File: config.mk
export PLATFORM = sky130hd
export DESIGN_NAME = tile_range_address_lookup_core
export DESIGN_NICKNAME = d
export VERILOG_FILES = /design/src/rtl/core/tral_pkg.sv /design/src/rtl/core/tile_range_address_lookup_core.sv /design/src/rtl/core/tral_ram.sv
export SDC_FILE = /design/constraint.sdc
export NUM_CORES = 2
export LEC_CHECK = 0
export ABC_AREA = 0
export BUFFER_PORTS_ARGS = -buffer_cell sky130_fd_sc_hd__buf_4
export CELL_PAD_IN_SITES_DETAIL_PLACEMENT = 1
export CELL_PAD_IN_SITES_GLOBAL_PLACEMENT = 1
export CORE_ASPECT_RATIO = 1.25
export CORE_MARGIN = 2
export CORE_UTILIZATION = 55
export CTS_CLUSTER_DIAMETER = 60
export CTS_CLUSTER_SIZE = 30
export DETAILED_ROUTE_END_ITERATION = 8
export PLACE_DENSITY = 0.85
export RECOVER_POWER = 25
export SLEW_MARGIN = 30
export SYNTH_ARGS = -nofsm -noshare
export SYNTH_HDL_FRONTEND = slang
export SYNTH_SLANG_ARGS = --single-unit
File: constraint.sdc
create_clock -name clk -period 10.9 [get_ports clk]
set_input_delay 1.635 -clock clk [delete_from_list [all_inputs] [get_ports clk]]
set_output_delay 1.635 -clock clk [all_outputs]
set_load 0.03 [all_outputs]
File: src/rtl/core/tral_pkg.sv
`default_nettype none

package tral_pkg;

  localparam int ZOOM_W  = 5;
  localparam int COORD_W = 20;
  localparam int ADDR_W  = 48;
  localparam int SLOT_W  = 4;
  localparam int FNUM_W  = 3;

  localparam int RANGE_SLOTS_DEFAULT = 16;
  localparam int FILE_SLOTS_DEFAULT  = 8;

  // Zoom levels 0 through 20 exist; a higher zoom never matches a range.
  localparam logic [ZOOM_W-1:0] ZOOM_LEVELS = 5'd21;

  localparam logic [1:0] OP_LOAD_RANGE = 2'd0;
  localparam logic [1:0] OP_LOAD_FILE  = 2'd1;
  localparam logic [1:0] OP_LOOKUP     = 2'd2;
  localparam logic [1:0] OP_MAP        = 2'd3;

  localparam logic [1:0] STATUS_OK       = 2'd0;
  localparam logic [1:0] STATUS_NO_RANGE = 2'd1;
  localparam logic [1:0] STATUS_BEYOND   = 2'd2;

  localparam int CFG_INDEX_W = 2;
  localparam int CFG_DATA_W  = 5;

  localparam logic [CFG_INDEX_W-1:0] CFG_RANGES_IN_USE = 2'd0;
  localparam logic [CFG_INDEX_W-1:0] CFG_FILES_IN_USE  = 2'd1;

  typedef struct packed {
    logic [1:0]         opcode;
    logic [SLOT_W-1:0]  slot;
    logic [ZOOM_W-1:0]  zoom;
    logic [COORD_W-1:0] min_x;
    logic [COORD_W-1:0] max_x;
    logic [COORD_W-1:0] min_y;
    logic [COORD_W-1:0] max_y;
    logic [ADDR_W-1:0]  base_offset;
    logic [ADDR_W-1:0]  file_size;
    logic [COORD_W-1:0] tile_x;
    logic [COORD_W-1:0] tile_y;
    logic [ADDR_W-1:0]  global_address;
  } in_item_t;

  typedef struct packed {
    logic [1:0]        status;
    logic [ADDR_W-1:0] entry_address;
    logic [FNUM_W-1:0] file_number;
    logic [ADDR_W-1:0] file_offset;
  } out_item_t;

  // One stored range: zoom, bounds and base offset side by side.
  typedef struct packed {
    logic [ZOOM_W-1:0]  zoom;
    logic [COORD_W-1:0] max_x;
    logic [COORD_W-1:0] min_x;
    logic [COORD_W-1:0] max_y;
    logic [COORD_W-1:0] min_y;
    logic [ADDR_W-1:0]  base;
  } range_entry_t;

endpackage

`default_nettype wire

File: src/rtl/core/tile_range_address_lookup_core.sv
`default_nettype none

// Tile index address lookup. Every input transaction gives exactly one result
// transaction, and items are worked on one at a time. A load of a range or a
// file size goes straight to its result. A lookup with a valid zoom scans the
// range memory one entry a cycle, in slot order, starting at slot 0 and stopping
// at the first match or after ranges_in_use entries (at most RANGE_SLOTS); it
// then works out the entry address in S_MUL, S_SUM and S_ADDR (multiply, add,
// scale and base add) and scans the file-size memory one entry a cycle to find
// the split file. A map-address item does only the file-size scan. The single
// read port of each memory sets the scan speed. A result that waits on
// out_stall holds the next item back only once that item's own result is
// ready. Configuration is accepted every cycle.

module tile_range_address_lookup_core
  import tral_pkg::*;
#(
  parameter int RANGE_SLOTS = RANGE_SLOTS_DEFAULT,
  parameter int FILE_SLOTS  = FILE_SLOTS_DEFAULT
) (
  input  logic                   clk,
  input  logic                   rst,
  input  logic                   in_valid,
  output logic                   in_stall,
  input  in_item_t               in_item,
  output logic                   out_valid,
  input  logic                   out_stall,
  output out_item_t              out_item,
  input  logic                   cfg_valid,
  output logic                   cfg_ready,
  input  logic [CFG_INDEX_W-1:0] cfg_index,
  input  logic [CFG_DATA_W-1:0]  cfg_data
);

  localparam int RAW = (RANGE_SLOTS > 1) ? $clog2(RANGE_SLOTS) : 1;
  localparam int FAW = (FILE_SLOTS > 1) ? $clog2(FILE_SLOTS) : 1;
  localparam int RCW = $clog2(RANGE_SLOTS + 1);
  localparam int FCW = $clog2(FILE_SLOTS + 1);
  localparam int RLW = (RCW > 5) ? RCW : 5;
  localparam int FLW = (FCW > 4) ? FCW : 4;
  localparam int RANGE_W = $bits(range_entry_t);
  localparam int PROD_W = 2 * COORD_W + 1;
  localparam int SUM_W = PROD_W + 1;

  localparam logic [2:0] S_IDLE   = 3'd0;
  localparam logic [2:0] S_RSCAN  = 3'd1;
  localparam logic [2:0] S_MUL    = 3'd2;
  localparam logic [2:0] S_SUM    = 3'd3;
  localparam logic [2:0] S_ADDR   = 3'd4;
  localparam logic [2:0] S_FSCAN  = 3'd5;
  localparam logic [2:0] S_RESULT = 3'd6;

  logic [2:0]         state;
  logic [4:0]         ranges_in_use;
  logic [3:0]         files_in_use;
  logic [RLW-1:0]     range_limit;
  logic [FLW-1:0]     file_limit;

  logic [ZOOM_W-1:0]  lk_zoom;
  logic [COORD_W-1:0] lk_x;
  logic [COORD_W-1:0] lk_y;

  logic [RLW-1:0]     r_issue;
  logic               r_rvalid;
  logic [FLW-1:0]     f_issue;
  logic               f_rvalid;
  logic [FAW-1:0]     f_cmp;

  logic [COORD_W-1:0] hit_x0;
  logic [COORD_W-1:0] hit_y0;
  logic [COORD_W-1:0] hit_y1;
  logic [ADDR_W-1:0]  hit_base;
  logic [PROD_W-1:0]  prod;
  logic [SUM_W-1:0]   idx_sum;
  logic [ADDR_W-1:0]  entry;
  logic [ADDR_W-1:0]  rest;
  logic [1:0]         res_status;
  logic [FNUM_W-1:0]  res_fnum;
  logic [ADDR_W-1:0]  res_foff;

  logic               in_accept;
  logic               range_we;
  logic               file_we;
  range_entry_t       range_wdata;
  logic [RANGE_W-1:0] range_rbits;
  range_entry_t       range_rd;
  logic [ADDR_W-1:0]  file_rd;
  logic               range_hit;
  logic               r_more;
  logic               f_more;

  assign in_stall  = (state != S_IDLE);
  assign in_accept = in_valid && !in_stall;
  assign cfg_ready = 1'b1;

  assign range_limit = (RLW'(ranges_in_use) > RLW'(RANGE_SLOTS)) ?
                       RLW'(RANGE_SLOTS) : RLW'(ranges_in_use);
  assign file_limit  = (FLW'(files_in_use) > FLW'(FILE_SLOTS)) ?
                       FLW'(FILE_SLOTS) : FLW'(files_in_use);

  // Loads go straight into the memories at the accepting edge.
  assign range_we = in_accept && (in_item.opcode == OP_LOAD_RANGE) &&
                    (32'(in_item.slot) < RANGE_SLOTS);
  assign file_we  = in_accept && (in_item.opcode == OP_LOAD_FILE) &&
                    (32'(in_item.slot) < FILE_SLOTS);

  always_comb begin
    range_wdata.zoom  = in_item.zoom;
    range_wdata.max_x = in_item.max_x;
    range_wdata.min_x = in_item.min_x;
    range_wdata.max_y = in_item.max_y;
    range_wdata.min_y = in_item.min_y;
    range_wdata.base  = in_item.base_offset;
  end

  tral_ram #(
    .WIDTH (RANGE_W),
    .DEPTH (RANGE_SLOTS)
  ) u_range_ram (
    .clk   (clk),
    .we    (range_we),
    .waddr (RAW'(in_item.slot)),
    .wdata (range_wdata),
    .raddr (r_issue[RAW-1:0]),
    .rdata (range_rbits)
  );

  tral_ram #(
    .WIDTH (ADDR_W),
    .DEPTH (FILE_SLOTS)
  ) u_file_ram (
    .clk   (clk),
    .we    (file_we),
    .waddr (FAW'(in_item.slot)),
    .wdata (in_item.file_size),
    .raddr (f_issue[FAW-1:0]),
    .rdata (file_rd)
  );

  assign range_rd = range_entry_t'(range_rbits);
  assign r_more   = (r_issue < range_limit);
  assign f_more   = (f_issue < file_limit);

  assign range_hit = (range_rd.zoom == lk_zoom) &&
                     (lk_x >= range_rd.min_x) && (lk_x <= range_rd.max_x) &&
                     (lk_y >= range_rd.min_y) && (lk_y <= range_rd.max_y);

  always_ff @(posedge clk) begin
    if (rst) begin
      state         <= S_IDLE;
      out_valid     <= 1'b0;
      ranges_in_use <= '0;
      files_in_use  <= '0;
      r_rvalid      <= 1'b0;
      f_rvalid      <= 1'b0;
    end else begin
      if (cfg_valid && cfg_ready) begin
        if (cfg_index == CFG_RANGES_IN_USE) begin
          ranges_in_use <= cfg_data;
        end else if (cfg_index == CFG_FILES_IN_USE) begin
          files_in_use <= cfg_data[3:0];
        end
      end

      if ((state == S_RESULT) && (!out_valid || !out_stall)) begin
        out_valid <= 1'b1;
      end else if (out_valid && !out_stall) begin
        out_valid <= 1'b0;
      end

      case (state)
        S_IDLE: begin
          if (in_accept) begin
            lk_zoom    <= in_item.zoom;
            lk_x       <= in_item.tile_x;
            lk_y       <= in_item.tile_y;
            entry      <= '0;
            res_fnum   <= '0;
            res_foff   <= '0;
            r_issue    <= '0;
            r_rvalid   <= 1'b0;
            f_issue    <= '0;
            f_rvalid   <= 1'b0;
            rest       <= in_item.global_address;
            case (in_item.opcode)
              OP_LOOKUP: begin
                if (in_item.zoom < ZOOM_LEVELS) begin
                  res_status <= STATUS_OK;
                  state      <= S_RSCAN;
                end else begin
                  res_status <= STATUS_NO_RANGE;
                  state      <= S_RESULT;
                end
              end
              OP_MAP: begin
                res_status <= STATUS_OK;
                state      <= S_FSCAN;
              end
              default: begin
                res_status <= STATUS_OK;
                state      <= S_RESULT;
              end
            endcase
          end
        end

        S_RSCAN: begin
          // One read is issued per cycle; its data is checked in the cycle after.
          if (r_more) begin
            r_issue <= r_issue + RLW'(1);
          end
          r_rvalid <= r_more;
          if (r_rvalid && range_hit) begin
            hit_x0   <= range_rd.min_x;
            hit_y0   <= range_rd.min_y;
            hit_y1   <= range_rd.max_y;
            hit_base <= range_rd.base;
            state    <= S_MUL;
          end else if (!r_rvalid && !r_more) begin
            res_status <= STATUS_NO_RANGE;
            state      <= S_RESULT;
          end
        end

        S_MUL: begin
          prod  <= PROD_W'(lk_x - hit_x0) *
                   PROD_W'({1'b0, hit_y1} - {1'b0, hit_y0} + (COORD_W + 1)'(1));
          state <= S_SUM;
        end

        S_SUM: begin
          idx_sum <= SUM_W'(prod) + SUM_W'(lk_y - hit_y0);
          state   <= S_ADDR;
        end

        S_ADDR: begin
          // Index entries are 12 bytes: scale by 8 plus 4.
          entry    <= hit_base + (ADDR_W'(idx_sum) << 3) + (ADDR_W'(idx_sum) << 2);
          rest     <= hit_base + (ADDR_W'(idx_sum) << 3) + (ADDR_W'(idx_sum) << 2);
          f_issue  <= '0;
          f_rvalid <= 1'b0;
          state    <= S_FSCAN;
        end

        S_FSCAN: begin
          if (f_more) begin
            f_issue <= f_issue + FLW'(1);
            f_cmp   <= f_issue[FAW-1:0];
          end
          f_rvalid <= f_more;
          if (f_rvalid) begin
            if (rest < file_rd) begin
              res_status <= STATUS_OK;
              res_fnum   <= FNUM_W'(f_cmp);
              res_foff   <= rest;
              state      <= S_RESULT;
            end else begin
              rest <= rest - file_rd;
            end
          end else if (!f_more) begin
            res_status <= STATUS_BEYOND;
            res_fnum   <= '0;
            res_foff   <= '0;
            state      <= S_RESULT;
          end
        end

        S_RESULT: begin
          if (!out_valid || !out_stall) begin
            out_item.status        <= res_status;
            out_item.entry_address <= entry;
            out_item.file_number   <= res_fnum;
            out_item.file_offset   <= res_foff;
            state                  <= S_IDLE;
          end
        end

        default: begin
          state <= S_IDLE;
        end
      endcase
    end
  end

endmodule

`default_nettype wire

File: src/rtl/core/tral_ram.sv
`default_nettype none

module tral_ram #(
  parameter int WIDTH = 8,
  parameter int DEPTH = 16,
  localparam int AW = (DEPTH > 1) ? $clog2(DEPTH) : 1
) (
  input  logic             clk,
  input  logic             we,
  input  logic [AW-1:0]    waddr,
  input  logic [WIDTH-1:0] wdata,
  input  logic [AW-1:0]    raddr,
  output logic [WIDTH-1:0] rdata
);

  logic [WIDTH-1:0] mem [DEPTH];

  always_ff @(posedge clk) begin
    if (we) begin
      mem[waddr] <= wdata;
    end
    rdata <= mem[raddr];
  end

endmodule

`default_nettype wire
==> results.sh <==
export IMPL_status="completed"
export IMPL_cp_start_kind="flip-flop"
export IMPL_clk_pin_slew_ps=110
export IMPL_synthesis_nets=9237
export IMPL_area_delta_synth_final_pct=9.33
export IMPL_crit_path_max_incr_delay_ps=590
export IMPL_path_class="flip-flop to flip-flop"
export IMPL_pre_cts_slack_ps=310
export IMPL_synth_seq_area_share=0.657
export IMPL_rsz0062_at_grt="yes"
export IMPL_cp_data_required_time_ps=11470
export IMPL_crit_slowest_cell="or4b_4"
export IMPL_cts_tree="done"
export IMPL_ff2ff_setup_slack_ps=380
export IMPL_htreeDepth=4
export IMPL_start_util=0.553
export IMPL_fin_worst_skew_ps=102
export IMPL_viasPerCell=6.45
export IMPL_min_path_cells=0
export IMPL_crit_buf_inv=2
export IMPL_fin_cells=12100
export IMPL_synth_edf_count=3010
export IMPL_hold_viol_final=0
export IMPL_path_depth=32
export IMPL_grt_pass1_wl_um=584000
export IMPL_die_area_um2=265000
export IMPL_final_seq_area_um2=94300
export IMPL_grt_overflow=0
export IMPL_reg2reg_depth=32
export IMPL_core_area_um2=259000
export IMPL_period_share=0.965
export IMPL_ys_warnings_count=0
export IMPL_slew_headroom=0.185
export IMPL_netlist_instances=8047
export IMPL_synth_top_cell_area_share=0.630
export IMPL_routed_via_count=78200
export IMPL_cts_buffer_depth=4
export IMPL_cp_arrival_ps=11090
export IMPL_grt_max_degree=145
export IMPL_endpoint_kind="flip-flop"
export IMPL_crit_path_frequent_cell="fa_1"
export IMPL_drc=0
export IMPL_drt_iter0_markers=8769
export IMPL_cap_viol_max_count=0
export IMPL_synthTopCellsByArea="edfxtp_1 63%, mux4_2 12%, fa_1 7.1%"
export IMPL_r2r_start="hit_y0[0]$_DFFE_PP_"
export IMPL_grt_pass1_vias=84000
export IMPL_cp_max_fo=15
export IMPL_r2r_end="prod[40]$_DFFE_PP_"
export IMPL_hold_end="hit_base[1]$_DFFE_PP_"
export IMPL_syn_avg_cell_area_um2=17.8
export IMPL_drt_first_pass_iters=6
export IMPL_antenna_found_initial=67
export IMPL_wl_um=400000
export IMPL_ys_flop_type="edfxtp_1"
export IMPL_fp_dieW_um=461
export IMPL_dp_cells=11800
export IMPL_layout_drive_gt1_share=0.182
export IMPL_yosys_area_top_type="edfxtp_1"
export IMPL_die_height_um=575
export IMPL_min_from="u_range_ram.rdata[1]$_DFF_P_"
export IMPL_synthArstFlopShare=0
export IMPL_grt_usage=0.304
export IMPL_hpwl_um=257000
export IMPL_cts_buffers=167
export IMPL_cp_top_family="adder cells"
export IMPL_slew_violations=0
export IMPL_synth_distinct_cells=93
export IMPL_synthesis_area_um2=144000
export IMPL_ant_nets=0
export IMPL_cts_sinks=3206
export IMPL_tightest_slew_ps=1220
export IMPL_synth_seq_cells=3206
export IMPL_port_buffer_count=389
export IMPL_hp_class="flip-flop to flip-flop"
export IMPL_fillers=22800
export IMPL_period_minus_slack_ps=10520
export IMPL_multi_input_area_um2=46200
export IMPL_root_buffer="clkbuf_16"
export IMPL_num_io_pins=391
export IMPL_setup_viol=0
export IMPL_rows=209
export IMPL_wl_per_cell_um=33.1
export IMPL_insertion_delay_ps=920
export IMPL_finalWorstSetupSlack_ps=382
export IMPL_gp_congestion=0.911
export IMPL_finalNetCount=9658
export IMPL_fmax_mhz=95.1
## cell usage in the layout (no fill, tap or decap), drive strengths merged, types with 29 or more instances in the layout
cell type and instances:
and2 91, a221o 30, o21bai 29, xor2 82, nand3 40, o21a 39
a21o 135, nand2 391, mux4 761, and3 73, o21ai 136, fa 506
clkbuf 367, edfxtp 3010, dfxtp 196, clkinv 43, nor2 290, ha 397
xnor2 157, nor3 46, a21oi 211, buf 381, mux2 48, inv 711
nand2b 71, nor2b 62
## metrics by stage
step                hold slack (ps)  utilization  TNS (ps)  cell area [um2]
floorplan                       386            -         0           144000
global placement                392        0.584         0           152000
detailed placement              391        0.584         0           152000
CTS                             409        0.606         0           157000
global route                    416        0.605     -74.5           157000
finish                          411        0.605         0           157000
## per-layer routing
metal  global-route usage  part of all wire  up-vias
met3               0.0531             0.087      934
met2                0.518              0.51     4497
met1                0.387              0.36    41200
li1                     -                 -    31500
met4                0.126             0.045       60
met5                    0            0.0010        -
## sequential cells by signal, indices dropped and copies added, names as in the netlist, 3 cells and up
signal	count
entry	48
f_cmp	3
f_issue	4
files_in_use	4
hit_base	48
hit_x0	20
hit_y0	20
hit_y1	20
idx_sum	42
lk_x	20
lk_y	20
lk_zoom	5
out_item	101
prod	41
r_issue	5
ranges_in_use	5
res_fnum	3
res_foff	48
rest	48
state	3
u_file_ram.mem	384
u_file_ram.rdata	48
u_range_ram.mem	2128
u_range_ram.rdata	133
## repair_timing
item | CTS | global route
hold endpoints to repair | 0 | 0
setup buffers | 0 | 2
endpoints found under the setup margin | 0 | 4
resized for setup | 0 | 13
hold buffers | 0 | 0
## worst max-delay path by stage
stage	startpoint	end	slack (ps)
6_report	hit_y0[0]$_DFFE_PP_	prod[40]$_DFFE_PP_	380
5_1_grt	hit_y0[1]$_DFFE_PP_	prod[40]$_DFFE_PP_	-70
2_1_floorplan	rst	out_item[0]$_DFFE_PP_	820
3_3_place_gp	hit_y0[1]$_DFFE_PP_	prod[39]$_DFFE_PP_	630
3_5_place_dp	hit_y0[1]$_DFFE_PP_	prod[40]$_DFFE_PP_	310
4_1_cts	hit_y0[1]$_DFFE_PP_	prod[40]$_DFFE_PP_	130
## cell families after synthesis
logic type	count (synthesis)	share of synthesized area
compound gates	758	0.0352
xor+xnor	241	0.0149
fa+ha+maj	903	0.105
buf+inv	963	0.0253
flops	3206	0.657
mux	821	0.124
other cells	1	0.0000261
simple gates	1154	0.0385
## synth_stat cells (12+ instances only)
master / number
a211oi_1: 26
a21o_1: 135
a21oi_1: 210
a221o_1: 30
a221oi_1: 12
a31oi_1: 20
and2_1: 89
and3_1: 73
buf_1: 51
clkbuf_1: 241
dfxtp_1: 196
edfxtp_1: 3010
fa_1: 506
ha_1: 397
inv_1: 665
mux2_2: 48
mux2i_1: 12
mux4_2: 761
nand2_1: 391
nand2b_1: 71
nand3_1: 40
nand4_1: 26
nor2_1: 289
nor2b_1: 61
nor3_1: 44
o21a_1: 39
o21ai_0: 131
o21bai_1: 29
or3_1: 13
xnor2_1: 156
xor2_1: 82
## worst register-to-register path, delay by kind of cell, from the launching register on
kind / cells / cell delay [ps]
and+or+nand+nor: 9 / 2370
AOI/OAI and AO/OA: 9 / 2000
DFF: 1 / 420
buffers and inverters: 2 / 380
xor gates and xnor gates: 2 / 420
adders and majority gates: 10 / 4670
## area by class of cell
class / count / share of cell area
flip-flops and latches: 3206 / 0.601
multi-input cells: 3878 / 0.294
clock buffers: 199 / 0.0282
well taps: 3481 / 0.0277
repair buffers: 549 / 0.0247
inverters: 666 / 0.0159
clock inverters: 102 / 0.00811
diodes: 28 / 0.000446
Power is not shown: default switching activity piles up to over one toggle a cycle in this logic, so the estimate is an artifact.
